==> src/sv/owb_pkg.sv <==
// shared types and constants of the one-wire bus master
package owb_pkg;

    // released ticks after a reset pulse measurement and after each write slot
    localparam int RECOVERY_TICKS = 5;

    // widths of the transaction fields
    localparam int MODE_W  = 3;
    localparam int BYTE_W  = 8;
    localparam int TICK_W  = 11;
    localparam int LONG_W  = 10;
    localparam int SHORT_W = 8;
    localparam int ADDR_W  = 5;
    localparam int DATA_W  = 32;

    // command codes of the mode field
    localparam logic [MODE_W-1:0] MODE_NONE  = 3'd0;
    localparam logic [MODE_W-1:0] MODE_RESET = 3'd1;
    localparam logic [MODE_W-1:0] MODE_WRITE = 3'd2;
    localparam logic [MODE_W-1:0] MODE_READ  = 3'd3;
    localparam logic [MODE_W-1:0] MODE_POLL  = 3'd4;

    // register indexes
    localparam logic [2:0] REG_RESET_LOW   = 3'd0;
    localparam logic [2:0] REG_RESP_TMO    = 3'd1;
    localparam logic [2:0] REG_PRES_MIN    = 3'd2;
    localparam logic [2:0] REG_PRES_MAX    = 3'd3;
    localparam logic [2:0] REG_WRITE_ZERO  = 3'd4;
    localparam logic [2:0] REG_SHORT_LOW   = 3'd5;
    localparam logic [2:0] REG_SAMPLE_PT   = 3'd6;
    localparam logic [2:0] REG_SLOT_LEN    = 3'd7;

    // timing configuration seen by the bus sequencer
    typedef struct packed {
        logic [LONG_W-1:0]  reset_low_time;
        logic [LONG_W-1:0]  response_timeout;
        logic [LONG_W-1:0]  presence_min;
        logic [LONG_W-1:0]  presence_max;
        logic [SHORT_W-1:0] write_zero_low;
        logic [SHORT_W-1:0] short_low;
        logic [SHORT_W-1:0] sample_point;
        logic [SHORT_W-1:0] slot_length;
    } t_cfg;

endpackage

==> src/sv/owb_if.sv <==
// valid/ready channel interfaces for ticks in and results out

interface owb_in_if;
    import owb_pkg::*;

    logic              valid;
    logic              ready;
    logic [MODE_W-1:0] mode;
    logic [BYTE_W-1:0] data_byte;
    logic              line_level;

    modport source (output valid, output mode, output data_byte, output line_level,
                    input ready);
    modport sink   (input valid, input mode, input data_byte, input line_level,
                    output ready);
endinterface

interface owb_out_if;
    import owb_pkg::*;

    logic              valid;
    logic              ready;
    logic              drive_low;
    logic              busy_res;
    logic              done_res;
    logic              presence;
    logic [BYTE_W-1:0] read_byte;

    modport source (output valid, output drive_low, output busy_res, output done_res,
                    output presence, output read_byte, input ready);
    modport sink   (input valid, input drive_low, input busy_res, input done_res,
                    input presence, input read_byte, output ready);
endinterface

==> src/sv/owb_regs.sv <==
// apb register file holding the bus timing configuration
module owb_regs (
    input  logic                      i_clk,
    input  logic                      i_rst_n,
    input  logic                      psel,
    input  logic                      penable,
    input  logic                      pwrite,
    input  logic [owb_pkg::ADDR_W-1:0] paddr,
    input  logic [owb_pkg::DATA_W-1:0] pwdata,
    output logic [owb_pkg::DATA_W-1:0] prdata,
    output logic                      pready,
    output owb_pkg::t_cfg             o_cfg
);
    import owb_pkg::*;

    t_cfg       r_cfg;
    logic [2:0] w_idx;
    logic       w_wr;

    assign pready = 1'b1;
    assign w_idx  = paddr[ADDR_W-1:2];
    assign w_wr   = psel && penable && pwrite;
    assign o_cfg  = r_cfg;

    // register writes on the access cycle
    always_ff @(posedge i_clk) begin
        if (!i_rst_n) begin
            r_cfg.reset_low_time   <= 10'd480;
            r_cfg.response_timeout <= 10'd60;
            r_cfg.presence_min     <= 10'd60;
            r_cfg.presence_max     <= 10'd240;
            r_cfg.write_zero_low   <= 8'd60;
            r_cfg.short_low        <= 8'd6;
            r_cfg.sample_point     <= 8'd15;
            r_cfg.slot_length      <= 8'd60;
        end else if (w_wr) begin
            case (w_idx)
                REG_RESET_LOW:  r_cfg.reset_low_time   <= pwdata[LONG_W-1:0];
                REG_RESP_TMO:   r_cfg.response_timeout <= pwdata[LONG_W-1:0];
                REG_PRES_MIN:   r_cfg.presence_min     <= pwdata[LONG_W-1:0];
                REG_PRES_MAX:   r_cfg.presence_max     <= pwdata[LONG_W-1:0];
                REG_WRITE_ZERO: r_cfg.write_zero_low   <= pwdata[SHORT_W-1:0];
                REG_SHORT_LOW:  r_cfg.short_low        <= pwdata[SHORT_W-1:0];
                REG_SAMPLE_PT:  r_cfg.sample_point     <= pwdata[SHORT_W-1:0];
                REG_SLOT_LEN:   r_cfg.slot_length      <= pwdata[SHORT_W-1:0];
                default: ;
            endcase
        end
    end

    // read back
    always_comb begin
        case (w_idx)
            REG_RESET_LOW:  prdata = DATA_W'(r_cfg.reset_low_time);
            REG_RESP_TMO:   prdata = DATA_W'(r_cfg.response_timeout);
            REG_PRES_MIN:   prdata = DATA_W'(r_cfg.presence_min);
            REG_PRES_MAX:   prdata = DATA_W'(r_cfg.presence_max);
            REG_WRITE_ZERO: prdata = DATA_W'(r_cfg.write_zero_low);
            REG_SHORT_LOW:  prdata = DATA_W'(r_cfg.short_low);
            REG_SAMPLE_PT:  prdata = DATA_W'(r_cfg.sample_point);
            REG_SLOT_LEN:   prdata = DATA_W'(r_cfg.slot_length);
            default:        prdata = '0;
        endcase
    end

endmodule

==> src/sv/one_wire_bus_master.sv <==
// one-wire bus master: each tick transaction advances the sequencer one step
// the result of a tick is registered and shown in the cycle after its transaction is taken
// throughput: one tick per cycle, set by the single-step sequencer update between input and
// result register; a tick is taken in the cycle the waiting result leaves, a stalled result
// holds the input
// reset: synchronous active low; sequencer idle, counters, presence and read byte cleared,
// timing registers back to their defaults
module one_wire_bus_master (
    input  logic                       i_clk,
    input  logic                       i_rst_n,
    owb_in_if.sink                     i_in,
    owb_out_if.source                  o_out,
    input  logic                       psel,
    input  logic                       penable,
    input  logic                       pwrite,
    input  logic [owb_pkg::ADDR_W-1:0] paddr,
    input  logic [owb_pkg::DATA_W-1:0] pwdata,
    output logic [owb_pkg::DATA_W-1:0] prdata,
    output logic                       pready
);
    import owb_pkg::*;

    typedef enum logic [6:0] {
        PH_IDLE     = 7'b0000001,
        PH_RST_LOW  = 7'b0000010,
        PH_RST_WAIT = 7'b0000100,
        PH_RST_MEAS = 7'b0001000,
        PH_RST_REC  = 7'b0010000,
        PH_WSLOT    = 7'b0100000,
        PH_RSLOT    = 7'b1000000
    } t_phase;

    t_cfg               w_cfg;
    logic               w_acc;

    t_phase             r_phase, n_phase;
    logic [TICK_W-1:0]  r_tick, n_tick;
    logic [2:0]         r_bit, n_bit;
    logic [BYTE_W-1:0]  r_shift, n_shift;
    logic               r_pres, n_pres;
    logic [MODE_W-1:0]  r_kind, n_kind;
    logic [BYTE_W-1:0]  r_last, n_last;

    logic               r_out_valid;
    logic               r_drive, n_drive;
    logic               r_busy, n_busy;
    logic               r_done, n_done;

    // slot arithmetic
    logic               v_bitval;
    logic [SHORT_W-1:0] v_low;
    logic [SHORT_W-1:0] v_wlen;
    logic [TICK_W-1:0]  v_wslot;
    logic [SHORT_W-1:0] v_smax;
    logic [SHORT_W:0]   v_samp;
    logic [SHORT_W:0]   v_rslot;
    logic               v_finish;

    owb_regs u_regs (
        .i_clk   (i_clk),
        .i_rst_n (i_rst_n),
        .psel    (psel),
        .penable (penable),
        .pwrite  (pwrite),
        .paddr   (paddr),
        .pwdata  (pwdata),
        .prdata  (prdata),
        .pready  (pready),
        .o_cfg   (w_cfg)
    );

    // take a tick whenever the output register is free or being emptied
    assign i_in.ready = !r_out_valid || o_out.ready;
    assign w_acc      = i_in.valid && i_in.ready;

    // one sequencer step per tick
    always_comb begin
        n_phase  = r_phase;
        n_tick   = r_tick;
        n_bit    = r_bit;
        n_shift  = r_shift;
        n_pres   = r_pres;
        n_kind   = r_kind;
        n_last   = r_last;
        n_drive  = 1'b0;
        v_finish = 1'b0;

        // command start on an idle tick
        if (r_phase == PH_IDLE && (i_in.mode == MODE_RESET || i_in.mode == MODE_WRITE ||
                                   i_in.mode == MODE_READ  || i_in.mode == MODE_POLL)) begin
            n_kind = i_in.mode;
            n_tick = '0;
            n_bit  = '0;
            if (i_in.mode == MODE_RESET) begin
                n_phase = PH_RST_LOW;
            end else if (i_in.mode == MODE_WRITE) begin
                n_shift = i_in.data_byte;
                n_phase = PH_WSLOT;
            end else begin
                n_shift = '0;
                n_phase = PH_RSLOT;
            end
        end

        v_bitval = n_shift[n_bit];
        v_low    = v_bitval ? w_cfg.short_low : w_cfg.write_zero_low;
        v_wlen   = (w_cfg.write_zero_low > v_low) ? w_cfg.write_zero_low : v_low;
        v_wslot  = {3'b000, v_wlen} + TICK_W'(RECOVERY_TICKS);
        v_smax   = (w_cfg.sample_point > w_cfg.short_low) ? w_cfg.sample_point
                                                           : w_cfg.short_low;
        v_samp   = {1'b0, v_smax} + 9'd1;
        v_rslot  = ({1'b0, w_cfg.slot_length} > v_samp) ? {1'b0, w_cfg.slot_length} : v_samp;

        case (n_phase)
            PH_IDLE: ;
            // master holds the line low
            PH_RST_LOW: begin
                n_drive = 1'b1;
                n_tick  = n_tick + 1'b1;
                if (n_tick >= {1'b0, w_cfg.reset_low_time}) begin
                    n_phase = PH_RST_WAIT;
                    n_tick  = '0;
                end
            end
            // wait for the device to answer low
            PH_RST_WAIT: begin
                if (i_in.line_level) begin
                    n_tick = n_tick + 1'b1;
                    if (n_tick >= {1'b0, w_cfg.response_timeout}) begin
                        n_pres   = 1'b0;
                        v_finish = 1'b1;
                    end
                end else begin
                    n_phase = PH_RST_MEAS;
                    n_tick  = TICK_W'(1);
                    if (n_tick >= {1'b0, w_cfg.presence_max}) begin
                        n_pres   = 1'b0;
                        v_finish = 1'b1;
                    end
                end
            end
            // measure the presence pulse
            PH_RST_MEAS: begin
                if (!i_in.line_level) begin
                    n_tick = n_tick + 1'b1;
                    if (n_tick >= {1'b0, w_cfg.presence_max}) begin
                        n_pres   = 1'b0;
                        v_finish = 1'b1;
                    end
                end else begin
                    n_pres  = (n_tick > {1'b0, w_cfg.presence_min}) &&
                              (n_tick < {1'b0, w_cfg.presence_max});
                    n_phase = PH_RST_REC;
                    n_tick  = TICK_W'(1);
                    if (n_tick >= TICK_W'(RECOVERY_TICKS)) begin
                        v_finish = 1'b1;
                    end
                end
            end
            PH_RST_REC: begin
                n_tick = n_tick + 1'b1;
                if (n_tick >= TICK_W'(RECOVERY_TICKS)) begin
                    v_finish = 1'b1;
                end
            end
            // write slot, lsb first
            PH_WSLOT: begin
                n_tick  = n_tick + 1'b1;
                n_drive = (n_tick <= {3'b000, v_low});
                if (n_tick >= v_wslot) begin
                    n_tick = '0;
                    if (n_bit == 3'd7) begin
                        v_finish = 1'b1;
                    end else begin
                        n_bit = n_bit + 1'b1;
                    end
                end
            end
            // read slot for read byte and poll
            PH_RSLOT: begin
                n_tick  = n_tick + 1'b1;
                n_drive = (n_tick <= {3'b000, w_cfg.short_low});
                if (n_tick == {2'b00, v_samp}) begin
                    if (n_kind == MODE_READ) begin
                        n_shift[n_bit] = n_shift[n_bit] | i_in.line_level;
                    end else begin
                        n_shift = {7'b0000000, i_in.line_level};
                    end
                end
                if (n_tick >= {2'b00, v_rslot}) begin
                    n_tick = '0;
                    if (n_kind == MODE_READ) begin
                        if (n_bit == 3'd7) begin
                            n_last   = n_shift;
                            v_finish = 1'b1;
                        end else begin
                            n_bit = n_bit + 1'b1;
                        end
                    end else begin
                        if (n_shift[0]) begin
                            v_finish = 1'b1;
                        end
                        n_shift = '0;
                    end
                end
            end
            default: begin
                n_phase = PH_IDLE;
            end
        endcase

        n_done = v_finish;
        if (v_finish) begin
            n_phase = PH_IDLE;
            n_tick  = '0;
        end
        n_busy = (n_phase != PH_IDLE);
    end

    // sequencer state
    always_ff @(posedge i_clk) begin
        if (!i_rst_n) begin
            r_phase <= PH_IDLE;
            r_tick  <= '0;
            r_bit   <= '0;
            r_shift <= '0;
            r_pres  <= 1'b0;
            r_kind  <= MODE_NONE;
            r_last  <= '0;
        end else if (w_acc) begin
            r_phase <= n_phase;
            r_tick  <= n_tick;
            r_bit   <= n_bit;
            r_shift <= n_shift;
            r_pres  <= n_pres;
            r_kind  <= n_kind;
            r_last  <= n_last;
        end
    end

    // result register
    always_ff @(posedge i_clk) begin
        if (!i_rst_n) begin
            r_out_valid <= 1'b0;
        end else if (w_acc) begin
            r_out_valid <= 1'b1;
        end else if (o_out.ready) begin
            r_out_valid <= 1'b0;
        end
    end

    always_ff @(posedge i_clk) begin
        if (w_acc) begin
            r_drive <= n_drive;
            r_busy  <= n_busy;
            r_done  <= n_done;
        end
    end

    assign o_out.valid     = r_out_valid;
    assign o_out.drive_low = r_drive;
    assign o_out.busy_res  = r_busy;
    assign o_out.done_res  = r_done;
    assign o_out.presence  = r_pres;
    assign o_out.read_byte = r_last;

`ifndef SYNTHESIS
    // the sequencer phase stays one-hot
    a_phase_onehot: assert property (@(posedge i_clk) disable iff (!i_rst_n)
        $onehot(r_phase))
        else $error("sequencer phase not one-hot");

    // an idle tick with no command leaves the line released and the block idle
    a_idle_quiet: assert property (@(posedge i_clk) disable iff (!i_rst_n)
        (w_acc && r_phase == PH_IDLE && (i_in.mode == MODE_NONE || i_in.mode > MODE_POLL))
        |=> (o_out.valid && !o_out.drive_low && !o_out.busy_res && !o_out.done_res &&
             r_phase == PH_IDLE))
        else $error("idle tick changed bus or state");

    // a completing tick returns the sequencer to idle with a cleared counter
    a_done_idle: assert property (@(posedge i_clk) disable iff (!i_rst_n)
        (w_acc && n_done) |=> (r_phase == PH_IDLE && r_tick == '0 && !o_out.busy_res))
        else $error("command completion left sequencer busy");

    // the bus is never driven outside a command
    a_drive_busy: assert property (@(posedge i_clk) disable iff (!i_rst_n)
        (w_acc && n_drive) |=> (o_out.busy_res || o_out.done_res))
        else $error("line driven low while idle");
`endif

endmodule

==> src/flat_wrapper.sv <==
// flat-port wrapper written by rule: the top's interface ports become plain ports
module one_wire_bus_master_flat import owb_pkg::*;
  (i_clk, i_rst_n, psel, penable, pwrite, paddr, pwdata, prdata, pready, i_in_valid, i_in_mode, i_in_data_byte, i_in_line_level, i_in_ready, o_out_valid, o_out_drive_low, o_out_busy_res, o_out_done_res, o_out_presence, o_out_read_byte, o_out_ready);
  owb_in_if i_in_i ();
  owb_out_if o_out_i ();
  input  logic i_clk;
  input  logic i_rst_n;
  input  logic psel;
  input  logic penable;
  input  logic pwrite;
  input  logic [owb_pkg::ADDR_W-1:0] paddr;
  input  logic [owb_pkg::DATA_W-1:0] pwdata;
  output logic [owb_pkg::DATA_W-1:0] prdata;
  output logic pready;
  input wire logic [$bits(i_in_i.valid)-1:0] i_in_valid;
  input wire logic [$bits(i_in_i.mode)-1:0] i_in_mode;
  input wire logic [$bits(i_in_i.data_byte)-1:0] i_in_data_byte;
  input wire logic [$bits(i_in_i.line_level)-1:0] i_in_line_level;
  output wire logic [$bits(i_in_i.ready)-1:0] i_in_ready;
  output wire logic [$bits(o_out_i.valid)-1:0] o_out_valid;
  output wire logic [$bits(o_out_i.drive_low)-1:0] o_out_drive_low;
  output wire logic [$bits(o_out_i.busy_res)-1:0] o_out_busy_res;
  output wire logic [$bits(o_out_i.done_res)-1:0] o_out_done_res;
  output wire logic [$bits(o_out_i.presence)-1:0] o_out_presence;
  output wire logic [$bits(o_out_i.read_byte)-1:0] o_out_read_byte;
  input wire logic [$bits(o_out_i.ready)-1:0] o_out_ready;
  assign i_in_i.valid = i_in_valid;
  assign i_in_i.mode = i_in_mode;
  assign i_in_i.data_byte = i_in_data_byte;
  assign i_in_i.line_level = i_in_line_level;
  assign i_in_ready = i_in_i.ready;
  assign o_out_valid = o_out_i.valid;
  assign o_out_drive_low = o_out_i.drive_low;
  assign o_out_busy_res = o_out_i.busy_res;
  assign o_out_done_res = o_out_i.done_res;
  assign o_out_presence = o_out_i.presence;
  assign o_out_read_byte = o_out_i.read_byte;
  assign o_out_i.ready = o_out_ready;
  one_wire_bus_master u_core (.i_clk(i_clk), .i_rst_n(i_rst_n), .i_in(i_in_i), .o_out(o_out_i), .psel(psel), .penable(penable), .pwrite(pwrite), .paddr(paddr), .pwdata(pwdata), .prdata(prdata), .pready(pready));
endmodule
==> config.mk <==
export PLATFORM = sky130hd
export DESIGN_NAME = one_wire_bus_master_flat
export DESIGN_NICKNAME = d
export VERILOG_FILES = /design/src/sv/owb_pkg.sv /design/src/sv/owb_if.sv /design/src/sv/owb_regs.sv /design/src/sv/one_wire_bus_master.sv /design/src/flat_wrapper.sv
export SDC_FILE = /design/constraint.sdc
export NUM_CORES = 1
export LEC_CHECK = 0
export BUFFER_PORTS_ARGS = -buffer_cell sky130_fd_sc_hd__buf_2
export CAP_MARGIN = 30
export CELL_PAD_IN_SITES_DETAIL_PLACEMENT = 1
export CELL_PAD_IN_SITES_GLOBAL_PLACEMENT = 1
export CORE_UTILIZATION = 41
export DETAILED_ROUTE_END_ITERATION = 12
export PLACE_DENSITY = 0.83
export REMOVE_ABC_BUFFERS = 1
export SKIP_LAST_GASP = 1
export SLEW_MARGIN = 10
export SYNTH_ARGS = -nofsm -noshare
export SYNTH_HDL_FRONTEND = slang
export SYNTH_SLANG_ARGS = --single-unit
export TNS_END_PERCENT = 100
==> constraint.sdc <==
create_clock -name i_clk -period 7.8 [get_ports i_clk]
set_input_delay 1.17 -clock i_clk [delete_from_list [all_inputs] [get_ports i_clk]]
set_output_delay 1.17 -clock i_clk [all_outputs]
set_load 0.01 [all_outputs]
# == After elaboration in Yosys (flattened, before gate mapping) ==
# Cells that the tools add are included.
# totals
word_cells,154
memories,0
output_inout_bits,47
ram_bits,0
latchBits,0
romBits,0
inputBits,56
reg_bits,117
# classes
reduce_logical,25
shift,0
mux,63
n_lt_le_gt_ge,16
div_mod_pow,0
addsub,4
bitwise_logic,1
multipliers,0
n_eq_ne,26
# op_table
op,n
32-bit case mux with 8 select lines,1
8-bit 2-to-1 mux,12
11-bit 2-to-1 mux,7
11-bit case mux with 6 select lines,1
7-bit 2-to-1 mux,7
11-bit by 10-bit >= comparator with 1-bit output,3
7-bit case mux with 4 select lines,1
11-bit by 8-bit <= comparator with 1-bit output,2
1-bit 2-to-1 mux,20
3-bit == test (second input constant),6
3-bit 2-to-1 mux,6
8-bit greater-than comparator,2
2-bit AND reduction,8
3-bit by 2-bit == test with 1-bit output (second input constant),5
7-bit by 1-bit == test with 1-bit output (second input constant),2
11-bit by 1-bit adder with 11-bit output (second input constant),1
11-bit by 9-bit == test with 1-bit output,1
11-bit >= comparator,1
11-bit by 3-bit >= comparator with 1-bit output (second input constant),1
11-bit by 9-bit >= comparator with 1-bit output,1
11-bit by 10-bit greater-than comparator with 1-bit output,1
11-bit by 10-bit less-than comparator with 1-bit output,1
1-bit by 10-bit >= comparator with 1-bit output (first input constant),1
5-bit AND reduction,2
30 further kinds,42

# == Longest topological paths before layout ==
# logic_depth
word_depth,20
ltp_mapped,39
ltp_nobuf,36

# == Modules after synthesis ==
# A second synthesis with hierarchy kept.
# unflattened
hier_cells,1282
area_unflattened_um2,10253.6
# modules_own_cells
mod,seq_area_each_um2,n_inst,cells_each,area_each_um2
one_wire_bus_master,930.9,1,860,6628.9
owb_regs,1441.4,1,422,3624.7

# == Worst setup path before layout ==
# No wires, ideal clock.
# synth_path
path_kind,input port to flip-flop
startpoint,in i_in_mode[2]
endpoint,reg u_core.r_tick[5]
t_required_ns,7.738
path_slack_ns,-0.030
cell_stages,35
setup_time_ns,0.062
arrival_ns,7.768
path_buffers,5
cell_sequence,clkbuf_1 > nor3_1 > or4_1 > buf_2 > o21ai_0 > a31oi_1 > o22a_1 > buf_4 > mux2i_1 > ha_1 > and4_1 > nor3_1 > a21oi_1 > a21oi_1 > a21oi_2 > buf_2 > o21ai_0 > o31ai_1 > ha_1 > o21ai_0 > xor2_1 > mux2i_1 > ha_1 > a21o_1 > a21o_1 > a21o_1 > a21o_1 > a211oi_1 > o21ai_0 > and4_1 > o211ai_1 > and3_1 > buf_6 > o211a_4 > a32o_1
# synth_via
elab_chain_cells,19
elab_cells_between_ends,67
cone_classes,2 x add/sub; 9 x order compare; 13 x eq/ne; 37 x mux; 1 x bitwise; 5 x reduce/logical
# synth_lines
item,line_no,source
start: declaration,flat_wrapper.sv:16,input wire logic [$bits(i_in_i.mode)-1:0] i_in_mode;
branches (longest 18 deep; another with 8-bit by 3-bit adder with 9-bit output),-,
11-bit 2-to-1 mux (*),one_wire_bus_master.sv:213,if (v_finish) begin
end signal: assignment,one_wire_bus_master.sv:232,r_tick <= n_tick;
end: declaration,one_wire_bus_master.sv:37,"logic [TICK_W-1:0] r_tick, n_tick;"
# Every way passes the cells marked *. The select of a mux whose other input is x is not followed.
# A chain may end at the register's enable or synchronous reset.

# == Worst setup path after layout ==
# layout_path
startpoint,in i_in_mode[1]
endpoint,reg u_core.r_tick[0]
# The elaborated chain is that of the path after synthesis.

==> results.cfg <==
[yosys]
syn_area_per_cell_um2 = 7.84
synth.area.top_cells = dfxtp_1, ha_1, nand2_1
synth_cell_type_count = 93
synth_edf_count = 3
seq_area_frac_synth = 0.230
ys_ff_latch = 117
yosysWarnings = 0
synth_area_mm2 = 0.0103
synth_top_area_cell = dfxtp_1
syn_inst = 1313
synthFlopType = dfxtp_1
synthArstFlopShare = 0
synth_top_area_share = 0.222

[clocking]
cts_max_path_buffers = 2
clkSinkCount = 117
cts_made_buffers = 17
cts_root_buf = clkbuf_16
path_clk_slew_ns = 0.06
tritoncts = built
htree_num_levels = 4
cts_hold_buf = 0
worstSkewPairLatency_ns = 0.43

[global_route]
grt_usage = 0.302
grt_pass1_vias = 10939
overflow = 0
grt_max_degree = 61
grt_pass1_wl_um = 60700
antenna_found_initial = 0

[worst_setup_path]
cp_max_fo = 8
r2r_setup_slack_ns = 0.40
cp_common_cell = a21o_1
slowest_delay_ns = 0.44
cp-start-kind = primary input
crit_type = primary input to flip-flop
crit_slowest_cell = or3_4
arrival_ns = 7.81
endpoint_kind = flip-flop
cp.required_ns = 8.17
rr_startpoint = u_core.r_phase[4]$_SDFFE_PN0P_
startpoint = i_in_mode[1]

[detailed_routing]
vias = 10761
avgRoutedWirePerCell_um = 22.4
drtAntennaViolNets = 0
drt_wl_total_um = 38800
wl_met3_um = 2750
drc_errors = 0
highest_layer = met4
drt-pass1-iter-count = 5
vias_per_cell = 6.21
drt-initial-drc-count = 979
wl_met1_um = 16200
wl_met2_um = 18100

[sta]
fmax_mhz = 134
setup_viol = 0
period_minus_slack_ns = 7.44
layout_setup_ws_ns = 0.363
skew_ns = 0.00856
tightest_slew_ns = 0.942
period_share = 0.953
finalHoldViolCount = 0
max_slew_margin = 0.367
slew_viol_final = 0

[worst_hold_path]
hp-start = u_core.u_regs.o_cfg[35]$_SDFFE_PN0P_
hold_class = flip-flop to flip-flop

[cells_and_area]
post_route_cells_drive_above_1_share = 0.158
antenna_cells = 0
fillCellCount = 3000
area_growth_pct = 15.6
fin_nets = 1560
stdcell_count = 1733

[die]
core-area_mm2 = 0.0245
die_h_um = 160
num_io_pins = 103
initial_core_util = 0.421
die_w_um = 160
dieArea_mm2 = 0.0257
rows = 57

[run]
cap_violations = 0

[placement]
place_worst_setup_slack_ns = -0.145
gp_congestion = 0.939
dp_hpwl_um = 28000
io_buffers = 55
place_inst = 1697

[pwr]
leakage_nw = 5.16
powerDensity_mw_per_mm2 = 161
irDropWorstVdd_mv = 0.158

[status]
status = complete, no violations
worst max-delay path: cells and delay by family:
kind / cells / cell delay [ns]
compound gates: 20 / 3.78
xor+xnor: 1 / 0.16
fa+ha+maj: 3 / 0.81
buf+inv: 2 / 0.31
mux: 1 / 0.10
simple gates: 5 / 1.45
synthesized netlist by cell type, types with 18 or more instances:
cell	n
a21boi_0	30
a21o_1	20
a21oi_1	59
buf_4	25
clkbuf_1	60
dfxtp_1	114
ha_1	108
inv_1	77
mux2i_1	44
nand2_1	169
nand3_1	45
nor2_1	56
nor2b_1	41
nor3_1	31
o211ai_1	33
o21a_1	33
o21ai_0	72
xnor2_1	18
where the power goes:
group	total (mW)	switching [mW]	internal (mW)
Combinational	0.464	0.274	0.191
Sequential	0.623	0.0110	0.612
Clock	0.830	0.329	0.501
registers in the layout, summed over array words and instances (netlist names), 3 cells and up:
| name | flops |
|---|---|
| u_core.r_shift | 8 |
| u_core.r_bit | 3 |
| u_core.r_tick | 11 |
| u_core.o_out.read_byte | 8 |
| u_core.r_phase | 7 |
| u_core.u_regs.o_cfg | 72 |
| u_core.r_kind | 3 |
logic make-up (layout without fill, tap and decap cells):
logic type               count (synthesis)  count (layout)  synth area share
AND/OR/NAND/NOR                        446             446             0.215
AO/OA/AOI/OAI                          378             378             0.258
buffers and inverters                  175             250            0.0750
flip-flops                             117             117             0.230
adder cells (fa/ha/maj)                108             108             0.131
multiplexers                            58              58            0.0625
XOR/XNOR                                29              29            0.0272
other                                    2              23          0.000730
routing by layer:
layer | global-route usage | vias up
li1 | - | 4913
met1 | 0.382 | 5257
met4 | 0.157 | 0
met3 | 0.0413 | 131
met5 | 0 | -
met2 | 0.498 | 460
cell type report:
type,instances,area (um^2),share of cell area
sequential,117,2370,0.199
tap,324,405,0.0341
clock inverter,13,144,0.0121
timing repair buffer,140,933,0.0785
inverter,78,293,0.0246
multi-input combinational,1042,7280,0.612
clock buffer,19,464,0.0390
repair_timing:
action / 4_1_cts / 5_1_grt
resized for setup: 0 / 17
endpoints found under the setup margin: 0 / 35
buffers inserted: 0 / 0
hold endpoints to repair: 0 / 0
cell usage in the layout, fill, tap and decap left out, types with 10 or more instances in the layout:
cell type,synthesis,routed
mux2_2,10,10
buf_4,25,81
inv_1,77,76
o21a_1,33,33
conb_1,2,23
dfxtp_1,114,113
nor3_1,31,28
o21ai_1,9,10
nor2b_1,41,41
a21boi_0,30,30
o22ai_1,10,10
a31oi_1,13,13
and3_1,13,12
nand3_1,45,45
a21oi_1,59,58
and2_1,13,13
o31ai_1,11,11
nand4_1,13,13
a21o_1,20,20
nor2_1,56,56
xnor2_1,18,18
mux2i_1,44,43
o21ai_0,72,71
nand2_1,169,169
ha_1,108,107
or3_1,13,13
o211ai_1,33,33
buf_2,5,57
clkbuf_16,0,18
nor4_1,11,11
path summary, 6_finish.rpt:
path	end	cells past startpoint
setup / recovery	u_core.r_tick[0]$_SDFFE_PN0P_	32
hold / removal	u_core.u_regs.o_cfg[35]$_SDFFE_PN0P_	2
setup reg to reg	u_core.r_tick[0]$_SDFFE_PN0P_	32
hold reg to reg	u_core.u_regs.o_cfg[35]$_SDFFE_PN0P_	2
through the flow:
step | instance area (um^2) | util | setup TNS [ns] | hold slack (ns) | total power, mW
after detailed placement | 11200 | 0.458 | -1.92 | 0.466 | 1.08
after CTS | 11800 | 0.483 | 0 | 0.478 | 1.91
after floorplan | 9890 | - | -1.82 | 0.443 | 0.894
after global placement | 11200 | 0.457 | 0 | 0.450 | 1.06
after global routing | 11900 | 0.486 | -0.413 | 0.501 | 1.98
final | 11900 | 0.486 | 0 | 0.470 | 1.92
(Power assumes the default switching activity.)
